**config.mk**
```make
export PLATFORM = sky130hd
export DESIGN_NAME = ect_front
export DESIGN_NICKNAME = d
export VERILOG_FILES = /design/src/rtl/core/ect_pkg.sv /design/src/rtl/core/ect_front.sv
export SDC_FILE = /design/constraint.sdc
export NUM_CORES = 2
export LEC_CHECK = 0
export ABC_AREA = 1
export BUFFER_PORTS_ARGS = -buffer_cell sky130_fd_sc_hd__clkbuf_2
export CAP_MARGIN = 20
export CORE_UTILIZATION = 50
export DETAILED_ROUTE_END_ITERATION = 10
export PLACE_DENSITY = 0.71
export SLEW_MARGIN = 15
export SYNTH_ARGS = -nofsm -noshare
export SYNTH_HDL_FRONTEND = slang
export SYNTH_SLANG_ARGS = --single-unit
export TNS_END_PERCENT = 20
```
**constraint.sdc**
```tcl
create_clock -name clk -period 2.1 [get_ports clk]
set_input_delay 0.105 -clock clk [delete_from_list [all_inputs] [get_ports clk]]
set_output_delay 0.105 -clock clk [all_outputs]
set_load 0.05 [all_outputs]
```
**src/rtl/core/ect_pkg.sv**
```systemverilog
package ect_pkg;

	// Fixed field widths of the stream words and the register port.
	localparam int ADDR_W      = 64;
	localparam int OP_W        = 3;
	localparam int INDEX_OUT_W = 16;
	localparam int COUNT_W     = 8;
	localparam int CFG_IDX_W   = 4;
	localparam int RANGES_W    = 2;

	// Thread filter value after reset and after a new iteration.
	localparam logic [ADDR_W-1:0] FILTER_RESET = 64'h00ff_ffff_ffff_ffff;

	// Operation codes carried in the input tuser.
	localparam logic [OP_W-1:0] OP_BLOCK     = 3'd0;
	localparam logic [OP_W-1:0] OP_CANCEL    = 3'd1;
	localparam logic [OP_W-1:0] OP_INTERRUPT = 3'd2;
	localparam logic [OP_W-1:0] OP_NEW_ITER  = 3'd3;
	localparam logic [OP_W-1:0] OP_READ      = 3'd4;

	// Register indexes on the configuration port.
	localparam logic [CFG_IDX_W-1:0] CFG_RANGE_A_START = 4'd0;
	localparam logic [CFG_IDX_W-1:0] CFG_RANGE_A_END   = 4'd1;
	localparam logic [CFG_IDX_W-1:0] CFG_RANGE_B_START = 4'd2;
	localparam logic [CFG_IDX_W-1:0] CFG_RANGE_B_END   = 4'd3;
	localparam logic [CFG_IDX_W-1:0] CFG_RANGE_C_START = 4'd4;
	localparam logic [CFG_IDX_W-1:0] CFG_RANGE_C_END   = 4'd5;
	localparam logic [CFG_IDX_W-1:0] CFG_RANGES_IN_USE = 4'd6;
	localparam logic [CFG_IDX_W-1:0] CFG_THREAD_FILTER = 4'd7;

	// Commands handed from the classifier to the counter engine.
	typedef enum logic [2:0] {
		CMD_NONE,
		CMD_MARK,
		CMD_INC,
		CMD_DEC,
		CMD_SET,
		CMD_READ
	} cmd_kind_t;

	localparam int CMD_W = $bits(cmd_kind_t);

endpackage

```
**src/rtl/core/ect_front.sv**
```systemverilog
module ect_front import ect_pkg::*; #(
	parameter int IDX_W = 16
) (
	input  logic                 clk,
	input  logic                 arst_n,
	input  logic                 cfg_we,
	input  logic [CFG_IDX_W-1:0] cfg_index,
	input  logic [ADDR_W-1:0]    cfg_wdata,
	input  logic                 s_tvalid,
	output logic                 s_tready,
	input  logic [OP_W-1:0]      opcode,
	input  logic [ADDR_W-1:0]    address,
	input  logic [ADDR_W-1:0]    block_end,
	input  logic [ADDR_W-1:0]    thread_id,
	input  logic                 clear_done,
	input  logic                 queue_full,
	output logic                 cmd_push,
	output cmd_kind_t            cmd_kind,
	output logic [IDX_W-1:0]     cmd_idx
);

	// Configuration registers.
	logic [ADDR_W-1:0]   ra_start_q, ra_end_q;
	logic [ADDR_W-1:0]   rb_start_q, rb_end_q;
	logic [ADDR_W-1:0]   rc_start_q, rc_end_q;
	logic [RANGES_W-1:0] ranges_q;
	logic [ADDR_W-1:0]   filter_q;

	// Tracking state.
	logic [IDX_W-2:0]  last_loc_q;
	logic [ADDR_W-1:0] lb_start_q, lb_end_q;
	logic              lb_vld_q;
	logic [IDX_W-1:0]  undo_idx_q;
	logic              undo_vld_q;
	logic [ADDR_W-1:0] int_pc_q;
	logic              int_vld_q;

	// Next values computed for the word on the input.
	logic [IDX_W-2:0]  last_loc_nxt;
	logic              lb_vld_nxt;
	logic              undo_vld_nxt;
	logic              int_vld_nxt;
	logic              lb_load;
	logic              int_load;
	logic [ADDR_W-1:0] filter_nxt;

	logic              accept;
	logic [ADDR_W-1:0] hash_full;
	logic [IDX_W-1:0]  hash;
	logic [IDX_W-1:0]  edge_idx;
	logic              in_ranges;
	logic              filter_ok;

	function automatic logic in_span(
		input logic [ADDR_W-1:0] a,
		input logic [ADDR_W-1:0] lo,
		input logic [ADDR_W-1:0] hi
	);
		return (lo <= a) && (a < hi);
	endfunction

	assign s_tready = clear_done && !queue_full;
	assign accept   = s_tvalid && s_tready;
	assign cmd_push = accept;

	// Location hash of the block start and the edge index it forms.
	assign hash_full = (address >> 4) ^ (address << 8);
	assign hash      = hash_full[IDX_W-1:0];
	assign edge_idx  = hash ^ {1'b0, last_loc_q};

	// Range and thread checks, all in parallel.
	assign in_ranges = ((ranges_q >= 2'd1) && in_span(address, ra_start_q, ra_end_q)) ||
		((ranges_q >= 2'd2) && in_span(address, rb_start_q, rb_end_q)) ||
		((ranges_q >= 2'd3) && in_span(address, rc_start_q, rc_end_q));
	assign filter_ok = (filter_q == '0) || (filter_q == thread_id);

	// Classification of the word and its effect on the tracking state.
	always_comb begin
		last_loc_nxt = last_loc_q;
		lb_vld_nxt   = lb_vld_q;
		undo_vld_nxt = undo_vld_q;
		int_vld_nxt  = int_vld_q;
		lb_load      = 1'b0;
		int_load     = 1'b0;
		filter_nxt   = filter_q;
		cmd_kind     = CMD_NONE;
		cmd_idx      = '0;
		case (opcode)
			OP_BLOCK: begin
				if (!filter_ok) begin
					cmd_kind = CMD_NONE;
				end else if (!in_ranges) begin
					undo_vld_nxt = 1'b0;
				end else if (int_vld_q && (int_pc_q == address)) begin
					int_vld_nxt = 1'b0;
				end else if (lb_vld_q && in_span(address, lb_start_q, lb_end_q)) begin
					cmd_kind = CMD_NONE;
				end else begin
					lb_load      = 1'b1;
					lb_vld_nxt   = 1'b1;
					undo_vld_nxt = 1'b1;
					last_loc_nxt = hash[IDX_W-1:1];
					cmd_kind     = CMD_INC;
					cmd_idx      = edge_idx;
				end
			end
			OP_CANCEL: begin
				if (undo_vld_q) begin
					undo_vld_nxt = 1'b0;
					lb_vld_nxt   = 1'b0;
					cmd_kind     = CMD_DEC;
					cmd_idx      = undo_idx_q;
				end
			end
			OP_INTERRUPT: begin
				if (in_ranges) begin
					int_load    = 1'b1;
					int_vld_nxt = 1'b1;
					cmd_kind    = CMD_MARK;
				end
			end
			OP_NEW_ITER: begin
				last_loc_nxt = '0;
				lb_vld_nxt   = 1'b0;
				undo_vld_nxt = 1'b0;
				int_vld_nxt  = 1'b0;
				filter_nxt   = FILTER_RESET;
				cmd_kind     = CMD_SET;
			end
			OP_READ: begin
				cmd_kind = CMD_READ;
				cmd_idx  = address[IDX_W-1:0];
			end
			default: begin
				cmd_kind = CMD_NONE;
			end
		endcase
	end

	// Register writes and tracking updates.
	always_ff @(posedge clk or negedge arst_n) begin
		if (!arst_n) begin
			ra_start_q <= '0;
			ra_end_q   <= '0;
			rb_start_q <= '0;
			rb_end_q   <= '0;
			rc_start_q <= '0;
			rc_end_q   <= '0;
			ranges_q   <= '0;
			filter_q   <= FILTER_RESET;
			last_loc_q <= '0;
			lb_start_q <= '0;
			lb_end_q   <= '0;
			lb_vld_q   <= 1'b0;
			undo_idx_q <= '0;
			undo_vld_q <= 1'b0;
			int_pc_q   <= '0;
			int_vld_q  <= 1'b0;
		end else begin
			if (cfg_we) begin
				case (cfg_index)
					CFG_RANGE_A_START: ra_start_q <= cfg_wdata;
					CFG_RANGE_A_END:   ra_end_q   <= cfg_wdata;
					CFG_RANGE_B_START: rb_start_q <= cfg_wdata;
					CFG_RANGE_B_END:   rb_end_q   <= cfg_wdata;
					CFG_RANGE_C_START: rc_start_q <= cfg_wdata;
					CFG_RANGE_C_END:   rc_end_q   <= cfg_wdata;
					CFG_RANGES_IN_USE: ranges_q   <= cfg_wdata[RANGES_W-1:0];
					CFG_THREAD_FILTER: filter_q   <= cfg_wdata;
					default: begin
					end
				endcase
			end
			if (accept) begin
				last_loc_q <= last_loc_nxt;
				lb_vld_q   <= lb_vld_nxt;
				undo_vld_q <= undo_vld_nxt;
				int_vld_q  <= int_vld_nxt;
				filter_q   <= filter_nxt;
				if (lb_load) begin
					lb_start_q <= address;
					lb_end_q   <= block_end;
					undo_idx_q <= edge_idx;
				end
				if (int_load) begin
					int_pc_q <= address;
				end
			end
		end
	end

endmodule

```
==> results.cfg <==
[die]
die_w_um = 284
dieHeight_um = 284
coreArea_sq_um = 78900
rows = 103
initial_core_util_pct = 50.4
dieArea_sq_um = 80700
ioPinCount = 290

[setup_path]
startpoint_type = register
worstSetupPathType = reg -> reg
critPathSlowestCell = dfrtp_1
crit_chain = inv_1 -> ha_4 -> nand2_4 -> nor2_4 -> nand2_4 -> nor3_4 -> buf_6 -> nand2_4 -> nor4_4 -> a21oi_1 -> buf_4 -> nand2_2 -> nand2_2 -> nor2_4 -> buf_4 -> buf_6 -> buf_6 -> buf_6 -> buf_6 -> nand3_4 -> buf_12 -> buf_12 -> bufbuf_16 -> o21ai_2
crit_top_cell = buf_6
worst-path-max-fanout = 10
max_stage_delay_ns = 0.35
cp-end-kind = register
r2r_end = lb_end_q[55]
rr_startpoint = lb_end_q[60]
rrSetupSlack_ns = -1.57
arrival_ns = 4.21
cp.required_ns = 2.65
reg2reg_depth = 24

[grt]
grt_pass1_wl_mm = 191
antenna_found_initial = 4
grt_max_degree = 129
overflow = 0
track_usage_pct = 29.9
grt_pass1_vias = 35700

[routing]
drtIter0Drc = 2964
drt.antenna.violating_nets = 0
post-route-drc-count = 0
vias_per_cell = 5.32
vias = 35500
wl_mm = 120
routedWlPerCell_um = 18.0
firstDrtPassIters = 6

[final_layout]
drive_gt1_share_pct = 21.6
fin_area_sq_um = 51700
layout_commonest_cell = nand2_1
fillCellCount = 6352
final_cell_mix = nand2_1 (1038), dfrtp_1 (620), inv_1 (613), o21ai_0 (516), ha_1 (500)
nets = 6341
syn_to_final_growth_pct = 30.1

[synth]
ys_warn_count = 0
syn_inst = 4662
synth_edf_count = 0
yosysSeqAreaShare_pct = 42.7
synth_top_area_cell = dfrtp_1
synth_ff_type = dfrtp_1
async_reset_ff_share_pct = 100
synth_area_leaders = dfrtp_1 (39%), ha_1 (16%), nand2_1 (10%), o21ai_0 (7.0%), inv_1 (5.8%)
syn-num-nets = 5439
synth_area_sq_um = 39800
yosysUniqueCellTypes = 47
syn_area_per_cell_sq_um = 8.53
ys_ff_latch = 676
synth_top_cell_area_share_pct = 39.0

[cts]
cts-htree-levels = 3
cts_tree = done
cts-root-buf = clkbuf_16
cts.clk_slew.worst_paths_ns = 0.06
numCtsBuffers = 77
clock_sinks = 676
clockBufferDepth = 3
clock_latency_ns = 0.62

[sta]
fin_skew_ns = 0.0185
setup_viol = 244
relSlewSlack_pct = 61.0
fin_ws_ns = -1.57
final.min_clock_period_ns = 3.67
slew_violations = 0
hold_viol = 0
rsz0062_at_grt = yes
worstMarginPinSlew_ns = 0.585
final.period_utilization_pct = 175
fmax_ghz = 0.273
setup_tns_ns = -306.15

[power]
ir_drop_mv = 0.623
pwr-share-seq_pct = 40.4
p_comb_share_pct = 25.7
p_switching_w = 0.0129
p_per_area_nw_per_um2 = 800
p_sw_share_pct = 31.0
p_int_w = 0.0286
p_leak_nw = 26.7
p_clk_share_pct = 33.8

[place]
dp_slack_ns = -1.59
dp_hpwl_mm = 87.0
placed_area_sq_um = 46500
gp_congestion = 0.886
io_buffers = 289

[worst_hold_path]
hp-class = in -> reg
holdCritStartpoint = address[63]
min_path_cells = 4
hold_end = lb_start_q[63]

[outcome]
violations = setup timing
status = complete, but fails checks

[flow_run]
maxCapViolCount = 0
[synthesized netlist by cell type, drive strengths merged (47+ instances only)]
cell,count
a21oi,252
a22oi,52
buf,47
clkbuf,103
dfrtp,620
dfstp,56
ha,508
inv,622
nand2,1084
nand3,98
nand4,84
nor2,167
o21ai,687
xnor2,88
[worst max-delay path by stage]
stage                         from            to  slack [ns]
floorplan           lb_start_q[63]   cmd_idx[10]       -0.24
CTS                   lb_end_q[63]   cmd_idx[15]       -1.67
detailed placement    lb_end_q[63]  lb_end_q[63]       -1.59
finish                lb_end_q[60]  lb_end_q[55]       -1.57
global route          lb_end_q[57]   cmd_idx[15]       -1.68
global placement      lb_end_q[63]  lb_end_q[49]       -1.55
[worst max-delay path, delay by kind of cell, from the launching register on]
kind	cells	cell delay [ns]
AO/OA/AOI/OAI	2	0.24
flip-flops	1	0.35
buffers and inverters	11	1.49
AND/OR/NAND/NOR	10	1.19
adder cells (fa/ha/maj)	1	0.28
[registers in the layout (all words and copies together) (netlist names), 15 cells and up]
signal / count
lb_start_q: 64
rb_end_q: 64
ra_end_q: 64
filter_q: 64
int_pc_q: 64
lb_end_q: 64
rb_start_q: 64
ra_start_q: 64
rc_start_q: 64
last_loc_q: 15
undo_idx_q: 16
rc_end_q: 64
[kinds of logic after synthesis]
logic type | Yosys count | synth area share [%]
flops | 676 | 42.7
fa+ha+maj | 508 | 16.0
simple gates | 1520 | 15.9
buf+inv | 773 | 7.84
compound gates | 1054 | 14.7
xor+xnor | 131 | 2.88
[metrics by stage]
stage / std cells / power, W / hold WS [ns] / utilization (%)
after global placement: 6340 / 0.0264 / 0.0970 / 59.0
final: 6675 / 0.0414 / 0.0147 / 65.6
after CTS: 6659 / 0.0414 / 0.00281 / 65.1
after floorplan: 4662 / 0.0227 / -0.191 / -
after detailed placement: 6340 / 0.0269 / 0.0860 / 59.0
after global routing: 6674 / 0.0438 / 0.0200 / 65.6
[power groups by stage]
stage	combinational [W]	clock [W]	sequential, W
detailed placement	0.0101	0	0.0169
finish	0.0107	0.0140	0.0167
global route	0.0122	0.0147	0.0170
floorplan	0.00617	0	0.0165
CTS	0.0105	0.0142	0.0167
global placement	0.00962	0	0.0168
[per-layer routing]
metal | GRT usage, % | wire length [um] | vias to the layer above
li1 | - | - | 17200
met1 | 39.5 | 51600 | 16900
met2 | 50.1 | 57200 | 1139
met3 | 3.82 | 7190 | 237
met4 | 10.9 | 4330 | 6
met5 | 0 | 31 | -
[what timing repair did]
item,in CTS,in global routing
resized for setup,72,64
buffers inserted,7,12
setup endpoints to repair,244,244
hold buffers,166,0
cloned,7,4
pin swaps,18,21
hold endpoints to repair,932,0
[cell type report]
class / instances / area [sq um] / area share (%)
Clock buffer: 110 / 2210 / 4.28
Sequential cell: 676 / 17000 / 32.8
Clock inverter: 29 / 369 / 0.713
Antenna cell: 1 / 2.50 / 0.00484
Multi-Input combinational cell: 3213 / 20300 / 39.3
Timing Repair Buffer: 973 / 8180 / 15.8
Tap cell: 1050 / 1310 / 2.54
Inverter: 623 / 2340 / 4.52
Power figures use the tool's default switching activity.
