<file path="src/rtl/core/ect_pkg.sv">
package ect_pkg;

	// Fixed field widths of the stream words and the register port.
	localparam int ADDR_W      = 64;
	localparam int OP_W        = 3;
	localparam int INDEX_OUT_W = 16;
	localparam int COUNT_W     = 8;
	localparam int CFG_IDX_W   = 4;
	localparam int RANGES_W    = 2;

	// Thread filter value after reset and after a new iteration.
	localparam logic [ADDR_W-1:0] FILTER_RESET = 64'h00ff_ffff_ffff_ffff;

	// Operation codes carried in the input tuser.
	localparam logic [OP_W-1:0] OP_BLOCK     = 3'd0;
	localparam logic [OP_W-1:0] OP_CANCEL    = 3'd1;
	localparam logic [OP_W-1:0] OP_INTERRUPT = 3'd2;
	localparam logic [OP_W-1:0] OP_NEW_ITER  = 3'd3;
	localparam logic [OP_W-1:0] OP_READ      = 3'd4;

	// Register indexes on the configuration port.
	localparam logic [CFG_IDX_W-1:0] CFG_RANGE_A_START = 4'd0;
	localparam logic [CFG_IDX_W-1:0] CFG_RANGE_A_END   = 4'd1;
	localparam logic [CFG_IDX_W-1:0] CFG_RANGE_B_START = 4'd2;
	localparam logic [CFG_IDX_W-1:0] CFG_RANGE_B_END   = 4'd3;
	localparam logic [CFG_IDX_W-1:0] CFG_RANGE_C_START = 4'd4;
	localparam logic [CFG_IDX_W-1:0] CFG_RANGE_C_END   = 4'd5;
	localparam logic [CFG_IDX_W-1:0] CFG_RANGES_IN_USE = 4'd6;
	localparam logic [CFG_IDX_W-1:0] CFG_THREAD_FILTER = 4'd7;

	// Commands handed from the classifier to the counter engine.
	typedef enum logic [2:0] {
		CMD_NONE,
		CMD_MARK,
		CMD_INC,
		CMD_DEC,
		CMD_SET,
		CMD_READ
	} cmd_kind_t;

	localparam int CMD_W = $bits(cmd_kind_t);

endpackage

</file>
<file path="src/rtl/core/ect_queue.sv">
module ect_queue import ect_pkg::*; #(
	parameter int WIDTH = 8,
	parameter int DEPTH = 4
) (
	input  logic             clk,
	input  logic             arst_n,
	input  logic             push,
	input  logic [WIDTH-1:0] din,
	output logic             full,
	input  logic             pop,
	output logic             not_empty,
	output logic [WIDTH-1:0] dout
);

	localparam int PTR_W = (DEPTH > 1) ? $clog2(DEPTH) : 1;

	logic [WIDTH-1:0] slots_q [DEPTH];
	logic [PTR_W-1:0] wr_ptr_q;
	logic [PTR_W-1:0] rd_ptr_q;
	logic [PTR_W:0]   count_q;
	logic             do_push;
	logic             do_pop;

	// Status flags and the word at the head of the queue.
	assign full      = (count_q == (PTR_W+1)'(DEPTH));
	assign not_empty = (count_q != '0);
	assign dout      = slots_q[rd_ptr_q];
	assign do_push   = push && !full;
	assign do_pop    = pop && not_empty;

	// Pointers and occupancy.
	always_ff @(posedge clk or negedge arst_n) begin
		if (!arst_n) begin
			wr_ptr_q <= '0;
			rd_ptr_q <= '0;
			count_q  <= '0;
		end else begin
			if (do_push) begin
				wr_ptr_q <= (wr_ptr_q == PTR_W'(DEPTH - 1)) ? '0 : wr_ptr_q + 1'b1;
			end
			if (do_pop) begin
				rd_ptr_q <= (rd_ptr_q == PTR_W'(DEPTH - 1)) ? '0 : rd_ptr_q + 1'b1;
			end
			if (do_push && !do_pop) begin
				count_q <= count_q + 1'b1;
			end else if (do_pop && !do_push) begin
				count_q <= count_q - 1'b1;
			end
		end
	end

	// Storage slots hold payload only.
	always_ff @(posedge clk) begin
		if (do_push) begin
			slots_q[wr_ptr_q] <= din;
		end
	end

endmodule

</file>
<file path="config.mk">
export PLATFORM = sky130hd
export DESIGN_NAME = ect_queue
export DESIGN_NICKNAME = d
export VERILOG_FILES = /design/src/rtl/core/ect_pkg.sv /design/src/rtl/core/ect_queue.sv
export SDC_FILE = /design/constraint.sdc
export NUM_CORES = 1
export LEC_CHECK = 0
export BUFFER_PORTS_ARGS = -buffer_cell sky130_fd_sc_hd__buf_2
export CAP_MARGIN = 20
export CORE_ASPECT_RATIO = 0.5
export CORE_MARGIN = 2
export CORE_UTILIZATION = 55
export CTS_CLUSTER_DIAMETER = 100
export DETAILED_ROUTE_END_ITERATION = 16
export GPL_TIMING_DRIVEN = 0
export PLACE_DENSITY = 0.77
export SYNTH_ARGS = -nofsm -noshare
export SYNTH_HDL_FRONTEND = slang
export SYNTH_SLANG_ARGS = --single-unit
</file>
<file path="constraint.sdc">
create_clock -name clk -period 2.8 [get_ports clk]
set_clock_uncertainty 0.05 [all_clocks]
set_input_delay 0.7 -clock clk [delete_from_list [all_inputs] [get_ports clk]]
set_output_delay 0.7 -clock clk [all_outputs]
set_load 0.02 [all_outputs]
</file>
==> results of run 1 <==
==> path summary, 6_finish.rpt <==
kind | start | endpoint | slack [ps]
setup / recovery | rd_ptr_q[0] | dout[7] | 400
setup reg to reg | count_q[0] | count_q[2] | 610
hold reg to reg | count_q[2] | count_q[2] | 480
max in group asynchronous | arst_n | rd_ptr_q[1] | 2350
hold / removal | arst_n | count_q[0] | 180
min in group clk | count_q[2] | count_q[2] | 480
==> registers in the layout, indices dropped and copies added (netlist names) <==
signal and cells:
slots_q 32, count_q 3, rd_ptr_q 2, wr_ptr_q 2
==> power by group through the flow <==
stage          Sequential, mW  Combinational (mW)  Clock [mW]
5_1_grt                 0.887               0.818       0.491
2_1_floorplan           0.858               0.566           0
6_report                0.867               0.738       0.454
3_5_place_dp            0.883               0.753           0
3_3_place_gp            0.864               0.708           0
4_1_cts                 0.869               0.755       0.465
==> layout make-up <==
cell class                 instances  area [um2]  area share (%)
inverter                           3        11.3           0.601
clock buffer                       5        68.8            3.67
tap                               37        46.3            2.47
multi-input combinational         35         453            24.2
sequential                        39        1140            60.7
clock inverter                     3        43.8            2.34
timing repair buffer              21         105            5.61
buffer                             2        8.76           0.468
==> synth_stat cells (all sizes together) <==
| cell type | instances | area [um2] |
|---|---|---|
| and2 | 3 | 18.8 |
| nor3b | 1 | 18.8 |
| fa | 1 | 20.0 |
| inv | 3 | 11.3 |
| edfxtp | 32 | 961 |
| nand2 | 2 | 15.0 |
| or3 | 1 | 11.3 |
| xor2 | 2 | 17.5 |
| mux2 | 5 | 63.8 |
| clkbuf | 1 | 3.75 |
| ha | 6 | 75.1 |
| mux4 | 8 | 180 |
| nor2 | 4 | 15.0 |
| xnor2 | 1 | 8.76 |
| dfrtp | 7 | 175 |
| buf | 1 | 5.00 |
| nor2b | 1 | 8.76 |
==> cell families after synthesis <==
family | count (synthesis)
AND/OR/NAND/NOR | 12
adder cells (fa/ha/maj) | 7
multiplexers | 13
flip-flops | 39
buffers and inverters | 5
XOR/XNOR | 3
==> per-stage QoR <==
stage	util, %	instance area [um2]	hold slack [ps]	setup WS (ps)	std cells
after global routing	69.8	1870	180	270	145
after CTS	69.8	1870	179	355	145
after floorplan	-	1610	354	713	79
after detailed placement	65.6	1760	479	515	137
after global placement	65.6	1760	430	608	137
final	69.8	1870	184	402	145
==> metal layers <==
metal / vias to the layer above / global-route usage (%) / wire (um)
li1: 358 / - / -
met2: 19 / 26.7 / 1150
met5: - / 0 / 0
met3: 3 / 6.47 / 114
met4: 0 / 6.10 / 17
met1: 368 / 21.3 / 1110
==> summary.md, run 1 <==
| Metric | Value |
|---|---|
| Largest net degree at the start of global routing | `14` |
| Worst path arrival time | `1650 ps` |
| Synth cell types | `19` |
| Ports | `22` |
| Crit path kind | `reg2out` |
| Crit path top cell by count | `buf_2` |
| Total wire length | `2.39 mm` |
| Cell Rows | `13` |
| Final ANT Viol Nets | `0` |
| Slowest cell on crit path | `mux4_2` |
| P&R area growth vs syn | `16.4%` |
| Clk pwr share | `22.0%` |
| CP Depth | `3` |
| Final net count | `126` |
| CTS Buf Count | `5` |
| Final setup violation count | `0` |
| DRC viols | `0` |
| Commonest non-fill, non-tap cell in the layout | `edfxtp_1` |
| Post-cts gate resize count | `0` |
| Synthesized area | `1610 um2` |
| Vias per cell | `5.16` |
| CTS max path bufs | `2` |
| WP buf/inv | `2` |
| Routability Congestion | `0.712` |
| Initial antenna violation count | `0` |
| Final hold vios | `0` |
| Worst vdd ir | `0.000671 V` |
| Worst Max-Slew Pin Slew | `785 ps` |
| Post-CTS Repair Setup Buffers | `0` |
| Buffers on Ports | `21` |
| Post-Synth Simple-Gate Area | `5.44%` |
| Post-synthesis xor/xnor area fraction | `1.63%` |
| Die area | `3400 um2` |
| Adder and majority cell fraction of the synthesized area | `5.91%` |
| First-pass iteration count of the detailed router | `4` |
| WL/cell | `16.5 um` |
| Vias in the first global route | `808` |
| Hold Path Class | `in2async` |
| Sequential area share after synthesis | `70.6%` |
| Fillers | `171` |
| #FFs+latches synth | `39` |
| Worst EP required | `2050 ps` |
| Initial DRC Count | `32` |
| Maxcap violations | `0` |
| Commonest cells after routing, fill and taps aside | `edfxtp_1, buf_2, mux4_2, dfrtp_1, ha_1` |
| Critical Path End Type | `output pin` |
| Core Area | `2680 um2` |
| Die Y | `42.2 um` |
| Fin Setup TNS | `0 ps` |
| Mux cell area share after synthesis | `15.2%` |
| RSZ-0062 raised after global routing | `no` |
| Max Slew Vio Count | `0` |
| Sequential power share | `42.1%` |
| Total grt overflow | `0` |
| Switching share of power | `32.2%` |
| Share of cells above drive strength 1 | `43.5%` |
| Die X | `80.5 um` |
| Syn_nets | `98` |
| First-pass GRT wire length | `3.97 mm` |
| Maximum clock rate | `0.417 GHz` |
| CP startpoint kind | `register` |
| Synthesized area per cell | `20.4 um2` |
| Pint | `1.40 mW` |
| Largest stage delay, worst path | `540 ps` |
| Via count of the routed design | `748` |
| Clock Pin Slew Worst Setup and Hold Paths | `80 ps` |
| Total chip power | `2.06 mW` |
| Switching power | `663 uW` |
| Post-Syn Instances | `79` |
| Ys Warns | `0` |
| Max-slew headroom | `47.5%` |
| Comb power frac | `35.8%` |
| Worst skew pair latency | `290 ps` |
| Effective utilization at floorplan | `60.0%` |
| GRT Util Overall | `16.8%` |
| Path depth of the worst reg2reg path | `8` |
| Outcome | `complete, no violations` |
| CP cell instances | `buf_2, mux4_2, buf_2` |
| Compound-Gate Fraction of Synth Area | `0%` |
| Crit-path max FO | `10` |
| H-tree depth | `2` |
| Period utilisation layout | `85.6%` |
| Hold Buf Count CTS | `0` |
| PD cells | `1100 nW/um2` |
| Static Leakage | `0.716 nW` |
| Cell family with most CP delay | `multiplexers` |
| Clk sinks | `39` |
| Main combinational cell family by area after synthesis | `multiplexers` |
| Post-DP HPWL | `1.69 mm` |
| Tmin final | `2400 ps` |
| Diode count | `0` |
| CTS tree | `built` |
| Clock root cell | `clkbuf_8` |
(Power assumes the default switching activity.)
==> inputs of run 2 (changes only) <==
--- a/config.mk
+++ b/config.mk
@@ -5,11 +5,12 @@
 export SDC_FILE = /design/constraint.sdc
 export NUM_CORES = 1
 export LEC_CHECK = 0
+export ABC_AREA = 1
 export BUFFER_PORTS_ARGS = -buffer_cell sky130_fd_sc_hd__buf_2
 export CAP_MARGIN = 20
 export CORE_ASPECT_RATIO = 0.5
 export CORE_MARGIN = 2
-export CORE_UTILIZATION = 55
+export CORE_UTILIZATION = 56
 export CTS_CLUSTER_DIAMETER = 100
 export DETAILED_ROUTE_END_ITERATION = 16
 export GPL_TIMING_DRIVEN = 0
==> run 2 against run 1 <==
  * Sequential share of layout area is 4.3 points lower
  * Critical endpoint is now dout[6]
  * Final cell count is 53% higher
  * Power is 6.4% higher
  * Wire length up 13%
  * Hold slack hardly changed
  * Sequential power shrank 2%
  * Global-route usage is 0.43 points higher
  * Clock-buffer cell count is the same
==> summary.md, run 2 <==
| Metric | Value |
|---|---|
| Maximum clock rate | `0.461 GHz (+10%)` |
| Synth Flop Type | `edfxtp_1` |
| DRC viols | `0 (unchanged)` |
| Syn_nets | `172 (+76%)` |
| Cell taking the most area after synthesis | `edfxtp_1` |
| Sequential area share after synthesis | `64.8% (-5.8 points)` |
| Layout Cells excl Fill | `222 (+53%)` |
| P&R area growth vs syn | `15.0%` |
| Via count of the routed design | `1106 (+48%)` |
| Buffers on Ports | `21 (unchanged)` |
| CP Depth | `5 (+2)` |
| Slowest cell on crit path | `dfrtp_1` |
| Effective utilization at floorplan | `58.6% (-1.4 points)` |
| Crit path top cell by count | `buf_6` |
| Hold Buf Count CTS | `0 (unchanged)` |
| Crit path kind | `reg2out` |
| Routability Congestion | `0.746 (+4.8%)` |
| Die Y | `43.6 um (+3.1%)` |
| Max Slew Vio Count | `0 (unchanged)` |
| Die area | `3620 um2 (+6.6%)` |
| Largest Register | `slots_q` |
| PD cells | `1090 nW/um2 (-1.2%)` |
| H-tree depth | `2 (unchanged)` |
| Path depth of the worst reg2reg path | `9 (+1)` |
| Initial antenna violation count | `0 (unchanged)` |
| #FFs+latches synth | `39 (unchanged)` |
| Outcome | `complete, no violations` |
| Total grt overflow | `0 (unchanged)` |
| Post-synth top area share | `54.8% (-4.9 points)` |
| CTS max path bufs | `2 (unchanged)` |
| Post-DP HPWL | `1.92 mm (+14%)` |
| Final hold vios | `0 (unchanged)` |
| Core Area | `3000 um2 (+12%)` |
| Clock root cell | `clkbuf_8` |
| Worst path arrival time | `1420 ps (-230 ps)` |
| Share of cells above drive strength 1 | `22.5% (-21 points)` |
| Final instance area | `2020 um2 (+7.7%)` |
| GRT Util Overall | `17.2% (+0.43 points)` |
| Period utilisation layout | `77.6% (-8.1 points)` |
| Clk sinks | `39 (unchanged)` |
| Largest stage delay, worst path | `390 ps (-150 ps)` |
| Post-synth EDFFs | `32 (unchanged)` |
| Synth cell count leaders | `nand2_1, edfxtp_1, inv_1, o211ai_1, dfrtp_1` |
| Number of flip-flops in the largest register | `32 (unchanged)` |
| WL/cell | `12.2 um (-26%)` |
| Total chip power | `2.19 mW (+6.4%)` |
| CP cell instances | `buf_6, buf_6, o211ai_1, nand2_1, buf_2` |
| Most instantiated library cell after synthesis | `nand2_1` |
| Worst Max-Slew Pin Slew | `785 ps (+0.473 ps)` |
| Post-cts gate resize count | `0 (unchanged)` |
| Commonest cells after routing, fill and taps aside | `nand2_1, edfxtp_1, inv_1, buf_2, o211ai_1` |
| Placed Area | `1910 um2 (+8.5%)` |
| Final net count | `200 (+59%)` |
| Area contributors post-synth | `edfxtp_1, dfrtp_1, nand2_1` |
| RSZ-0062 raised after global routing | `no` |
| Clock Pin Slew Worst Setup and Hold Paths | `70 ps (about the same)` |
| Diode count | `0 (unchanged)` |
| Tmin final | `2170 ps (-226 ps)` |
| Regs by FF count | `slots_q: 32 flops, count_q: 3 flops` |
| First-pass GRT wire length | `4.60 mm (+16%)` |
| CTS Buf Count | `5 (unchanged)` |
| Largest net degree at the start of global routing | `13 (-1)` |
| Initial DRC Count | `63 (+97%)` |
| CTS tree | `built` |
| First-pass iteration count of the detailed router | `4 (unchanged)` |
| Synthesized area per cell | `11.5 um2 (-44%)` |
| Post-CTS Repair Setup Buffers | `0 (unchanged)` |
| Ys Warns | `0 (unchanged)` |
| Final ANT Viol Nets | `0 (unchanged)` |
| Synthesized area | `1750 um2 (+9.0%)` |
| Cell Rows | `14 (+1)` |
| Static Leakage | `0.900 nW (+26%)` |
| Commonest non-fill, non-tap cell in the layout | `nand2_1` |
| Critical Path End Type | `output pin` |
| Asr flop ratio synth | `17.9% (unchanged)` |
| Final setup violation count | `0 (unchanged)` |
| Synth cell types | `17 (-2)` |
| Core Util, Final | `67.3% (-2.5 points)` |
| CP startpoint kind | `register` |
| Total wire length | `2.70 mm (+13%)` |
| Die X | `83.2 um (+3.3%)` |
| Max-slew headroom | `47.5% (about the same)` |
| Worst skew pair latency | `280 ps (about the same)` |
| Vias in the first global route | `1022 (+26%)` |
| Crit-path max FO | `10 (unchanged)` |
| WP buf/inv | `3 (+1)` |
| Worst EP required | `2050 ps (about the same)` |
| Post-Syn Instances | `153 (+94%)` |
| Maxcap violations | `0 (unchanged)` |
| Hold Path Class | `in2async` |
| Fin Setup TNS | `0 ps (unchanged)` |
| Ports | `22 (unchanged)` |
| Vias per cell | `4.98 (-3.4%)` |
| Cell family with most CP delay | `buffers and inverters` |
| Cells after DPL | `214 (+56%)` |
| Worst vdd ir | `0.000559 V (-17%)` |
## run 2: cell count changes after synthesis, sizes merged, moves of 3 or more
cell,change
and2,-3
buf,+4
inv,+28
mux2,-5
mux4,-8
nand2,+37
nand3,+7
o211ai,+16
## run 2: final timing paths
path | slack [ps] | startpoint | end
worst max-delay path | 630 | rd_ptr_q[0] | dout[6]
worst min-delay path | 180 | arst_n | count_q[2]
worst max register to register | 960 | count_q[0] | count_q[1]
worst min register to register | 490 | wr_ptr_q[1] | wr_ptr_q[1]
max in group asynchronous | 2360 | arst_n | rd_ptr_q[0]
min in group clk | 490 | wr_ptr_q[1] | wr_ptr_q[1]
## run 2: layout make-up
| cell class | instances | area [um2] |
|---|---|---|
| Buffer | 5 | 50.0 |
| Clock buffer | 5 | 68.8 |
| Sequential cell | 39 | 1140 |
| Tap cell | 40 | 50.0 |
| Inverter | 31 | 116 |
| Timing Repair Buffer | 21 | 105 |
| Fill cell | 225 | 978 |
| Multi-Input combinational cell | 78 | 452 |
| Clock inverter | 3 | 38.8 |
## run 2: routing by layer
metal	global-route usage [%]	routed length, um	up-vias
li1	-	-	561
met1	21.7	1190	509
met2	28.2	1290	32
met3	6.86	185	4
met4	5.57	37	0
met5	0	0	-
## run 2: per-stage QoR
step / setup slack [ps] / hold WS, ps
after floorplan: 991 / 354
after global placement: 787 / 469
after detailed placement: 769 / 481
after CTS: 635 / 180
after global routing: 542 / 185
final: 629 / 184
## run 2: logic make-up (layout without fill, tap and decap cells)
| kind of cell | count (synthesis) | in the layout | synth area share [%] |
|---|---|---|---|
| fa+ha+maj | 7 | 7 | 5.42 |
| xor+xnor | 1 | 1 | 0.499 |
| flops | 39 | 39 | 64.8 |
| simple gates | 53 | 53 | 12.7 |
| compound gates | 17 | 17 | 7.13 |
| buf+inv | 36 | 65 | 9.49 |
## run 2: power breakdown
part	leakage [nW]	internal (mW)	switching, mW
combinational	0.467	0.327	0.574
clock	0.0556	0.260	0.179
sequential	0.378	0.781	0.0692
## run 2: worst register-to-register path: stages, from the launching register on
cell,delay [ps]
dfrtp_1,440
inv_2,90
nand3_2,100
nand2_2,150
inv_2,40
ha_1,200
inv_1,90
fa_1,420
nand2_1,70
o21ai_0,70
